$ cat config.mk
export PLATFORM = sky130hd
export DESIGN_NAME = length_prefixed_nal_to_start_codes
export DESIGN_NICKNAME = d
export VERILOG_FILES = /design/src/lpn_pkg.sv /design/src/length_prefixed_nal_to_start_codes.sv /design/src/lpn_front.sv /design/src/lpn_queue.sv /design/src/lpn_back.sv
export SDC_FILE = /design/constraint.sdc
export NUM_CORES = 1
export LEC_CHECK = 0
export ABC_AREA = 1
export BUFFER_PORTS_ARGS = -buffer_cell sky130_fd_sc_hd__buf_2
export CAP_MARGIN = 25
export CELL_PAD_IN_SITES_DETAIL_PLACEMENT = 0
export CELL_PAD_IN_SITES_GLOBAL_PLACEMENT = 2
export CORE_MARGIN = 4
export CORE_UTILIZATION = 37
export CTS_CLUSTER_DIAMETER = 80
export DETAILED_ROUTE_END_ITERATION = 10
export GPL_ROUTABILITY_DRIVEN = 0
export PLACE_DENSITY_LB_ADDON = 0.1
export SKIP_CTS_REPAIR_TIMING = 1
export SLEW_MARGIN = 20
export SYNTH_ARGS = -nofsm -noshare
export SYNTH_HDL_FRONTEND = slang
export SYNTH_SLANG_ARGS = --single-unit
export TNS_END_PERCENT = 20
$ cat constraint.sdc
create_clock -name i_clk -period 5.38 [get_ports i_clk]
set_input_delay 0.807 -clock i_clk [delete_from_list [all_inputs] [get_ports i_clk]]
set_output_delay 0.807 -clock i_clk [all_outputs]
set_load 0.005 [all_outputs]
$ cat src/lpn_pkg.sv
// Shared types and constants for the length-prefixed NAL to start-code converter.
// Used by every module under src; depends on nothing.
package lpn_pkg;

    // Depth of the command queue between the parser and the emitter
    localparam int QDEPTH = 4;
    localparam int QAW    = $clog2(QDEPTH);

    // Start code bytes 00 00 00 01
    localparam logic [7:0] SC_ZERO = 8'h00;
    localparam logic [7:0] SC_ONE  = 8'h01;

    // Header record layout: index of the last byte dropped before the SPS length
    localparam logic [2:0] HDR_SKIP_LAST = 3'd5;
    // Last byte index of a 4-byte length prefix
    localparam logic [1:0] PFX_LAST      = 2'd3;

    // Input word
    typedef struct packed {
        logic [7:0] in_byte;
        logic       start_of_buffer;
        logic       end_of_buffer;
        logic       payload_kind;
    } t_in_word;

    // Output word
    typedef struct packed {
        logic [7:0] out_byte;
        logic       out_end;
        logic       truncated;
    } t_out_word;

    // Command kinds handed from parser to emitter
    typedef enum logic [1:0] {
        OP_NONE,
        OP_BYTE,
        OP_CODE
    } t_op;

    // One queued command: a single byte, or a 4-byte start code with flags on its last byte
    typedef struct packed {
        t_op        op;
        logic [7:0] data;
        logic       last;
        logic       trunc;
    } t_cmd;

endpackage

$ cat src/length_prefixed_nal_to_start_codes.sv
// Length-prefixed NAL to start-code converter, top level.
// Throughput: one input word per cycle; a header start code expands into 4 output
// words, absorbed by a 4-entry command queue, so input stalls only when it fills.
// Reset: synchronous active-low i_rst_n clears parser state, queue and output valid.
// Depends on lpn_pkg, lpn_front, lpn_queue, lpn_back.
module length_prefixed_nal_to_start_codes (
    input  logic               i_clk,
    input  logic               i_rst_n,
    input  logic               i_valid,
    output logic               o_stall,
    input  lpn_pkg::t_in_word  i_data,
    output logic               o_valid,
    input  logic               i_stall,
    output lpn_pkg::t_out_word o_data
);
    import lpn_pkg::*;

    logic full, push, pop, avail;
    t_cmd push_cmd, head;

    // Parser
    lpn_front u_front (
        .i_clk   (i_clk),
        .i_rst_n (i_rst_n),
        .i_valid (i_valid),
        .i_data  (i_data),
        .i_full  (full),
        .o_stall (o_stall),
        .o_push  (push),
        .o_cmd   (push_cmd)
    );

    // Command queue
    lpn_queue u_queue (
        .i_clk   (i_clk),
        .i_rst_n (i_rst_n),
        .i_push  (push),
        .i_cmd   (push_cmd),
        .i_pop   (pop),
        .o_full  (full),
        .o_avail (avail),
        .o_head  (head)
    );

    // Emitter
    lpn_back u_back (
        .i_clk   (i_clk),
        .i_rst_n (i_rst_n),
        .i_avail (avail),
        .i_head  (head),
        .o_pop   (pop),
        .o_valid (o_valid),
        .i_stall (i_stall),
        .o_data  (o_data)
    );

endmodule

$ cat src/lpn_front.sv
// Parser: accepts input words, tracks buffer layout and issues emit commands.
// Depends on lpn_pkg.
module lpn_front (
    input  logic              i_clk,
    input  logic              i_rst_n,
    input  logic              i_valid,
    input  lpn_pkg::t_in_word i_data,
    input  logic              i_full,
    output logic              o_stall,
    output logic              o_push,
    output lpn_pkg::t_cmd     o_cmd
);
    import lpn_pkg::*;

    typedef enum logic [3:0] {
        PH_IDLE,
        PH_PREFIX,
        PH_PAYLOAD,
        PH_SKIP,
        PH_SPS_HI,
        PH_SPS_LO,
        PH_SPS,
        PH_GAP,
        PH_PPS_HI,
        PH_PPS_LO,
        PH_PPS,
        PH_DONE
    } t_phase;

    t_phase      r_phase, n_phase;
    logic        r_kind,  n_kind;
    logic [2:0]  r_hpos,  n_hpos;
    logic [31:0] r_acc,   n_acc;
    logic [31:0] r_rem,   n_rem;
    t_cmd        cmd;
    logic        accept;

    assign o_stall = i_full;
    assign accept  = i_valid && !i_full;
    assign o_push  = accept && (cmd.op != OP_NONE);
    assign o_cmd   = cmd;

    // Next state and command for the word at the input
    always_comb begin
        logic [31:0] shifted;
        logic [15:0] len16;
        n_phase = r_phase;
        n_kind  = r_kind;
        n_hpos  = r_hpos;
        n_acc   = r_acc;
        n_rem   = r_rem;
        cmd     = '{op: OP_NONE, data: SC_ZERO, last: 1'b0, trunc: 1'b0};

        // start mark restarts parsing on this word
        if (i_data.start_of_buffer) begin
            n_kind  = i_data.payload_kind;
            n_hpos  = '0;
            n_acc   = '0;
            n_rem   = '0;
            n_phase = i_data.payload_kind ? PH_SKIP : PH_PREFIX;
        end

        shifted = {n_acc[23:0], i_data.in_byte};
        len16   = {n_acc[7:0], i_data.in_byte};

        unique case (n_phase)
            PH_PREFIX: begin
                cmd.op   = OP_BYTE;
                cmd.data = (n_hpos[1:0] == PFX_LAST) ? SC_ONE : SC_ZERO;
                n_acc    = shifted;
                n_hpos   = n_hpos + 3'd1;
                if (n_hpos[1:0] == PFX_LAST + 2'd1 && n_hpos[2] == 1'b1) begin
                    n_rem   = shifted;
                    n_acc   = '0;
                    n_hpos  = '0;
                    n_phase = (shifted != 32'd0) ? PH_PAYLOAD : PH_PREFIX;
                end
            end
            PH_PAYLOAD: begin
                cmd.op   = OP_BYTE;
                cmd.data = i_data.in_byte;
                n_rem    = n_rem - 32'd1;
                if (n_rem == 32'd0) n_phase = PH_PREFIX;
            end
            PH_SKIP: begin
                if (n_hpos == HDR_SKIP_LAST) begin
                    n_hpos  = '0;
                    n_phase = PH_SPS_HI;
                end else begin
                    n_hpos = n_hpos + 3'd1;
                end
            end
            PH_SPS_HI: begin
                n_acc   = {24'd0, i_data.in_byte};
                n_phase = PH_SPS_LO;
            end
            PH_SPS_LO: begin
                n_rem   = {16'd0, len16};
                n_acc   = '0;
                cmd.op  = OP_CODE;
                n_phase = (len16 != 16'd0) ? PH_SPS : PH_GAP;
            end
            PH_SPS: begin
                cmd.op   = OP_BYTE;
                cmd.data = i_data.in_byte;
                n_rem    = n_rem - 32'd1;
                if (n_rem == 32'd0) n_phase = PH_GAP;
            end
            PH_GAP: begin
                n_phase = PH_PPS_HI;
            end
            PH_PPS_HI: begin
                n_acc   = {24'd0, i_data.in_byte};
                n_phase = PH_PPS_LO;
            end
            PH_PPS_LO: begin
                n_rem  = {16'd0, len16};
                n_acc  = '0;
                cmd.op = OP_CODE;
                if (len16 == 16'd0) begin
                    cmd.last = 1'b1;
                    n_phase  = PH_DONE;
                end else begin
                    n_phase = PH_PPS;
                end
            end
            PH_PPS: begin
                n_rem    = n_rem - 32'd1;
                cmd.op   = OP_BYTE;
                cmd.data = i_data.in_byte;
                cmd.last = (n_rem == 32'd0);
                if (n_rem == 32'd0) n_phase = PH_DONE;
            end
            default: begin
                // idle or header complete: nothing emitted
            end
        endcase

        // end mark closes an open buffer
        if (i_data.end_of_buffer && n_phase != PH_IDLE) begin
            if (!n_kind) begin
                if (cmd.op != OP_NONE) cmd.last = 1'b1;
            end else if (n_phase != PH_DONE) begin
                if (cmd.op != OP_NONE) begin
                    cmd.last  = 1'b1;
                    cmd.trunc = 1'b1;
                end else begin
                    cmd = '{op: OP_BYTE, data: SC_ZERO, last: 1'b1, trunc: 1'b1};
                end
            end
            n_phase = PH_IDLE;
            n_hpos  = '0;
            n_acc   = '0;
            n_rem   = '0;
        end
    end

    // Parser state
    always_ff @(posedge i_clk) begin
        if (!i_rst_n) begin
            r_phase <= PH_IDLE;
            r_kind  <= 1'b0;
            r_hpos  <= '0;
            r_acc   <= '0;
            r_rem   <= '0;
        end else if (accept) begin
            r_phase <= n_phase;
            r_kind  <= n_kind;
            r_hpos  <= n_hpos;
            r_acc   <= n_acc;
            r_rem   <= n_rem;
        end
    end

endmodule

$ cat src/lpn_queue.sv
// Small command FIFO between parser and emitter, held in flip-flops.
// Depends on lpn_pkg.
module lpn_queue (
    input  logic          i_clk,
    input  logic          i_rst_n,
    input  logic          i_push,
    input  lpn_pkg::t_cmd i_cmd,
    input  logic          i_pop,
    output logic          o_full,
    output logic          o_avail,
    output lpn_pkg::t_cmd o_head
);
    import lpn_pkg::*;

    t_cmd           r_mem [QDEPTH];
    logic [QAW-1:0] r_wptr, r_rptr;
    logic [QAW:0]   r_count;
    logic           do_push, do_pop;

    assign o_full  = (r_count == (QAW+1)'(QDEPTH));
    assign o_avail = (r_count != '0);
    assign o_head  = r_mem[r_rptr];
    assign do_push = i_push && !o_full;
    assign do_pop  = i_pop && o_avail;

    // Storage
    always_ff @(posedge i_clk) begin
        if (do_push) r_mem[r_wptr] <= i_cmd;
    end

    // Pointers and fill count
    always_ff @(posedge i_clk) begin
        if (!i_rst_n) begin
            r_wptr  <= '0;
            r_rptr  <= '0;
            r_count <= '0;
        end else begin
            if (do_push) r_wptr <= r_wptr + 1'b1;
            if (do_pop)  r_rptr <= r_rptr + 1'b1;
            unique case ({do_push, do_pop})
                2'b10:   r_count <= r_count + 1'b1;
                2'b01:   r_count <= r_count - 1'b1;
                default: r_count <= r_count;
            endcase
        end
    end

endmodule

$ cat src/lpn_back.sv
// Emitter: expands queued commands into output words behind an output register.
// Depends on lpn_pkg.
module lpn_back (
    input  logic               i_clk,
    input  logic               i_rst_n,
    input  logic               i_avail,
    input  lpn_pkg::t_cmd      i_head,
    output logic               o_pop,
    output logic               o_valid,
    input  logic               i_stall,
    output lpn_pkg::t_out_word o_data
);
    import lpn_pkg::*;

    logic       r_valid;
    t_out_word  r_data;
    logic [1:0] r_cnt;
    logic       load, code_last;
    t_out_word  n_data;

    assign o_valid   = r_valid;
    assign o_data    = r_data;
    assign load      = i_avail && (!r_valid || !i_stall);
    assign code_last = (r_cnt == PFX_LAST);
    assign o_pop     = load && ((i_head.op != OP_CODE) || code_last);

    // Word for the head command at the current start-code position
    always_comb begin
        unique case (i_head.op)
            OP_CODE: begin
                n_data.out_byte  = code_last ? SC_ONE : SC_ZERO;
                n_data.out_end   = code_last && i_head.last;
                n_data.truncated = code_last && i_head.trunc;
            end
            default: begin
                n_data.out_byte  = i_head.data;
                n_data.out_end   = i_head.last;
                n_data.truncated = i_head.trunc;
            end
        endcase
    end

    // Output register and start-code counter
    always_ff @(posedge i_clk) begin
        if (!i_rst_n) begin
            r_valid <= 1'b0;
            r_cnt   <= '0;
        end else begin
            if (load) begin
                r_valid <= 1'b1;
                r_cnt   <= o_pop ? 2'd0 : r_cnt + 2'd1;
            end else if (!i_stall) begin
                r_valid <= 1'b0;
            end
        end
    end

    always_ff @(posedge i_clk) begin
        if (load) r_data <= n_data;
    end

endmodule

==> reports/metrics.csv <==
stage;metric;value;unit
placement;IO Port Bufs;26;
layout;commonest non-fill, non-tap cell in the layout;nand2_1;
logic_synthesis;post-synthesis cell type count;47;
routing;drt via density;5.29;
floorplan;Die Width;155;microns
floorplan;Core ar.;21200;sq um
clock_tree;CTS Sinks;134;
global_route;initial antenna violation count;0;
clock_tree;clk slew on worst S/H paths;60;ps
flow_run;maxcap violations;0;
clock_tree;CTS tree;built;
placement;detailed placement HPWL;17000;microns
logic_synthesis;syn avg cell area;7.22;sq um
global_route;vias in the first global route;7260;
timing;fin crit share;81.3;%
logic_synthesis;top_reg_cell synth;dfxtp_1;
logic_synthesis;ranking of synthesized cells by area;edfxtp_1 22%, dfxtp_1 19%, nand2_1 10%;
timing;Fin. Hold Viols;0;
layout;Final Core Density;42.5;%
layout;share of post-route cells with drive strength above 1;11.6;%
placement;DP Cell Count;1370;
floorplan;die span in y;155;microns
timing;min Tclk post-route;4370;ps
timing;Final setup viols;0;
timing;RSZ-0062 raised after global routing;no;
routing;detailed-route wire length;24900;microns
outcome;status;complete, no violations;
critical_path;Worst Path Required;5700;ps
layout;Layout area overhead;12.6;%
routing;wire length per cell;17.8;microns
routing;vias;7411;
timing;setup TNS;0;ps
critical_path;slowest cell on the critical path;buf_4;
floorplan;I/O pins;27;
global_route;pin count of the biggest net entering global routing;109;
routing;DRC Markers;0;
critical_path;CP top delay family;simple AND/OR/NAND/NOR gates;
layout;FILL cells;2215;
global_route;Total GRT Usage;21.0;%
layout;antenna cells;0;
timing;FMAX;229;MHz
logic_synthesis;post-synthesis cell count;1105;
timing;clk_skew;12.3;ps
logic_synthesis;area leader, netlist;edfxtp_1;
routing;DRT antenna net count;0;
layout;Post-layout nets;1142;
logic_synthesis;Seq cells post-synth;134;
clock_tree;Skew-Pair Late Insertion Delay;430;ps
floorplan;initial core utilization;37.7;%
routing;DR pass1 iterations;7;
timing;Slew Viols, Final;0;
placement;dpl ws;554;ps
power;Leak;3.85;nW
timing;final setup margin;1010;ps
critical_path;Worst Setup End Kind;flop;
global_route;first-pass GRT wire length;39800;microns
logic_synthesis;Synth top area share;21.8;%
clock_tree;Clock Tree Root;clkbuf_16;
layout;final cell count without fillers;1402;
clock_tree;number of buffers created by CTS;17;
logic_synthesis;synthesized cell area;7980;sq um
layout;commonest cells after routing, fill and taps aside;223 x nand2_1, 130 x inv_1, 127 x nor2_1, 107 x o21ai_0, 88 x a21oi_1;
global_route;GRT overflow;0;
critical_path;crit start category;input pin;
power;Worst VDD drop;229;uV
clock_tree;worst-case clock buffer depth;2;
critical_path;worst-path fanout max;19;
logic_synthesis;Yosys Warn Count;0;
floorplan;Rows;53;
clock_tree;H-tree level count;4;
logic_synthesis;sequential area share after synthesis;40.9;%
critical_path;Max stage delay on crit path;370;ps
logic_synthesis;synthesized net count;1133;
timing;Slew @ Worst Pin;1000;ps
critical_path;CP arrival;4690;ps
logic_synthesis;FFs w/ async S/R, synth;0;%
critical_path;WS Path Type;in -> reg;
floorplan;die area;24000;sq um
logic_synthesis;number of synthesized flops with an enable pin;58;
routing;DRT iter0 DRCs;489;
critical_path;CP Buf/Inv Count;5;
timing;worst relative slew slack;33.1;%
critical_path;most used cell, CP;nand2_1;
power;Cell Pwr Density;414;nW/um^2
worst_hold_path;Hold WC Path Type;reg -> reg;
==> cells by family after synthesis <==
family	Yosys count	synth area share, %
xor gates and xnor gates	6	0.753
DFF	134	40.9
adders and majority gates	13	2.13
and+or+nand+nor	466	25.3
AOI/OAI and AO/OA	293	21.3
buffers and inverters	193	9.64
==> where the power goes <==
group	internal, W	leakage [nW]	switching [W]
Clock	0.000715	0.307	0.000541
Combinational	0.000360	2.37	0.000778
Sequential	0.00125	1.17	0.0000802
Total	0.00232	3.85	0.00140
==> path summary, 6_finish.rpt <==
check	startpoint	slack (ps)	depth (start not counted)	endpoint
min reg2reg	u_queue.r_count[0]$_SDFFE_PN0P_	460	1	u_queue.r_count[0]$_SDFFE_PN0P_
max	i_data[2]	1010	27	u_queue.r_count[2]$_SDFFE_PN0P_
min	u_queue.r_count[0]$_SDFFE_PN0P_	460	1	u_queue.r_count[0]$_SDFFE_PN0P_
max reg2reg	u_front.r_rem[0]$_SDFFE_PN0P_	1490	24	u_queue.r_count[2]$_SDFFE_PN0P_
==> sequential cells by signal, summed over array words and instances (netlist names), 3 cells and up, named ones only <==
name             count
u_back.o_data       10
u_front.r_acc       24
u_front.r_hpos       3
u_front.r_phase      4
u_front.r_rem       32
u_queue.r_count      3
u_queue.r_mem       48
==> through the flow <==
stage	cell area (sq um)	total power, W	hold slack, ps
after floorplan	7980	0.00215	422
after CTS	8990	0.00377	461
final	8990	0.00372	457
after detailed placement	8360	0.00250	448
after global routing	8990	0.00398	483
after global placement	8360	0.00250	440
==> cells in the mapped netlist, types with 2 or more instances <==
master and number:
nand2_1 223, inv_1 130, nor2_1 127, o21ai_0 107, a21oi_1 88, dfxtp_1 76
edfxtp_1 58, nand3_1 54, clkbuf_1 36, o22ai_1 24, nand2_2 17, o211ai_1 16
o221ai_1 14, ha_1 12, nor2_2 12, nand4_1 11, o32ai_1 10, buf_2 9
o21ai_1 8, inv_2 7, a211oi_1 6, nor3_1 6, a31oi_1 5, buf_1 5
o21ai_2 5, buf_6 4, nor2_4 4, nor4_1 4, nand2_4 3, xnor2_1 3
nand3_2 2, o21bai_1 2, o311ai_0 2, xor2_1 2
==> final cells by class <==
type | instances | area [sq um] | area share [%]
multi-input cells | 778 | 3960 | 44.1
flip-flops and latches | 134 | 3260 | 36.3
clock buffers | 17 | 425 | 4.73
well taps | 275 | 344 | 3.83
clock inverters | 15 | 208 | 2.31
repair buffers | 45 | 273 | 3.03
inverters | 138 | 518 | 5.76
==> routing by layer <==
| layer | global-route usage (%) | up-vias | part of all wire [%] |
|---|---|---|---|
| met1 | 26.7 | 3447 | 45 |
| met4 | 5.85 | 0 | 1.7 |
| met3 | 3.70 | 29 | 4.3 |
| met2 | 36.9 | 178 | 49 |
| li1 | - | 3757 | - |
| met5 | 0 | - | 0 |
No activity file was read; power rests on OpenSTA's default activity.
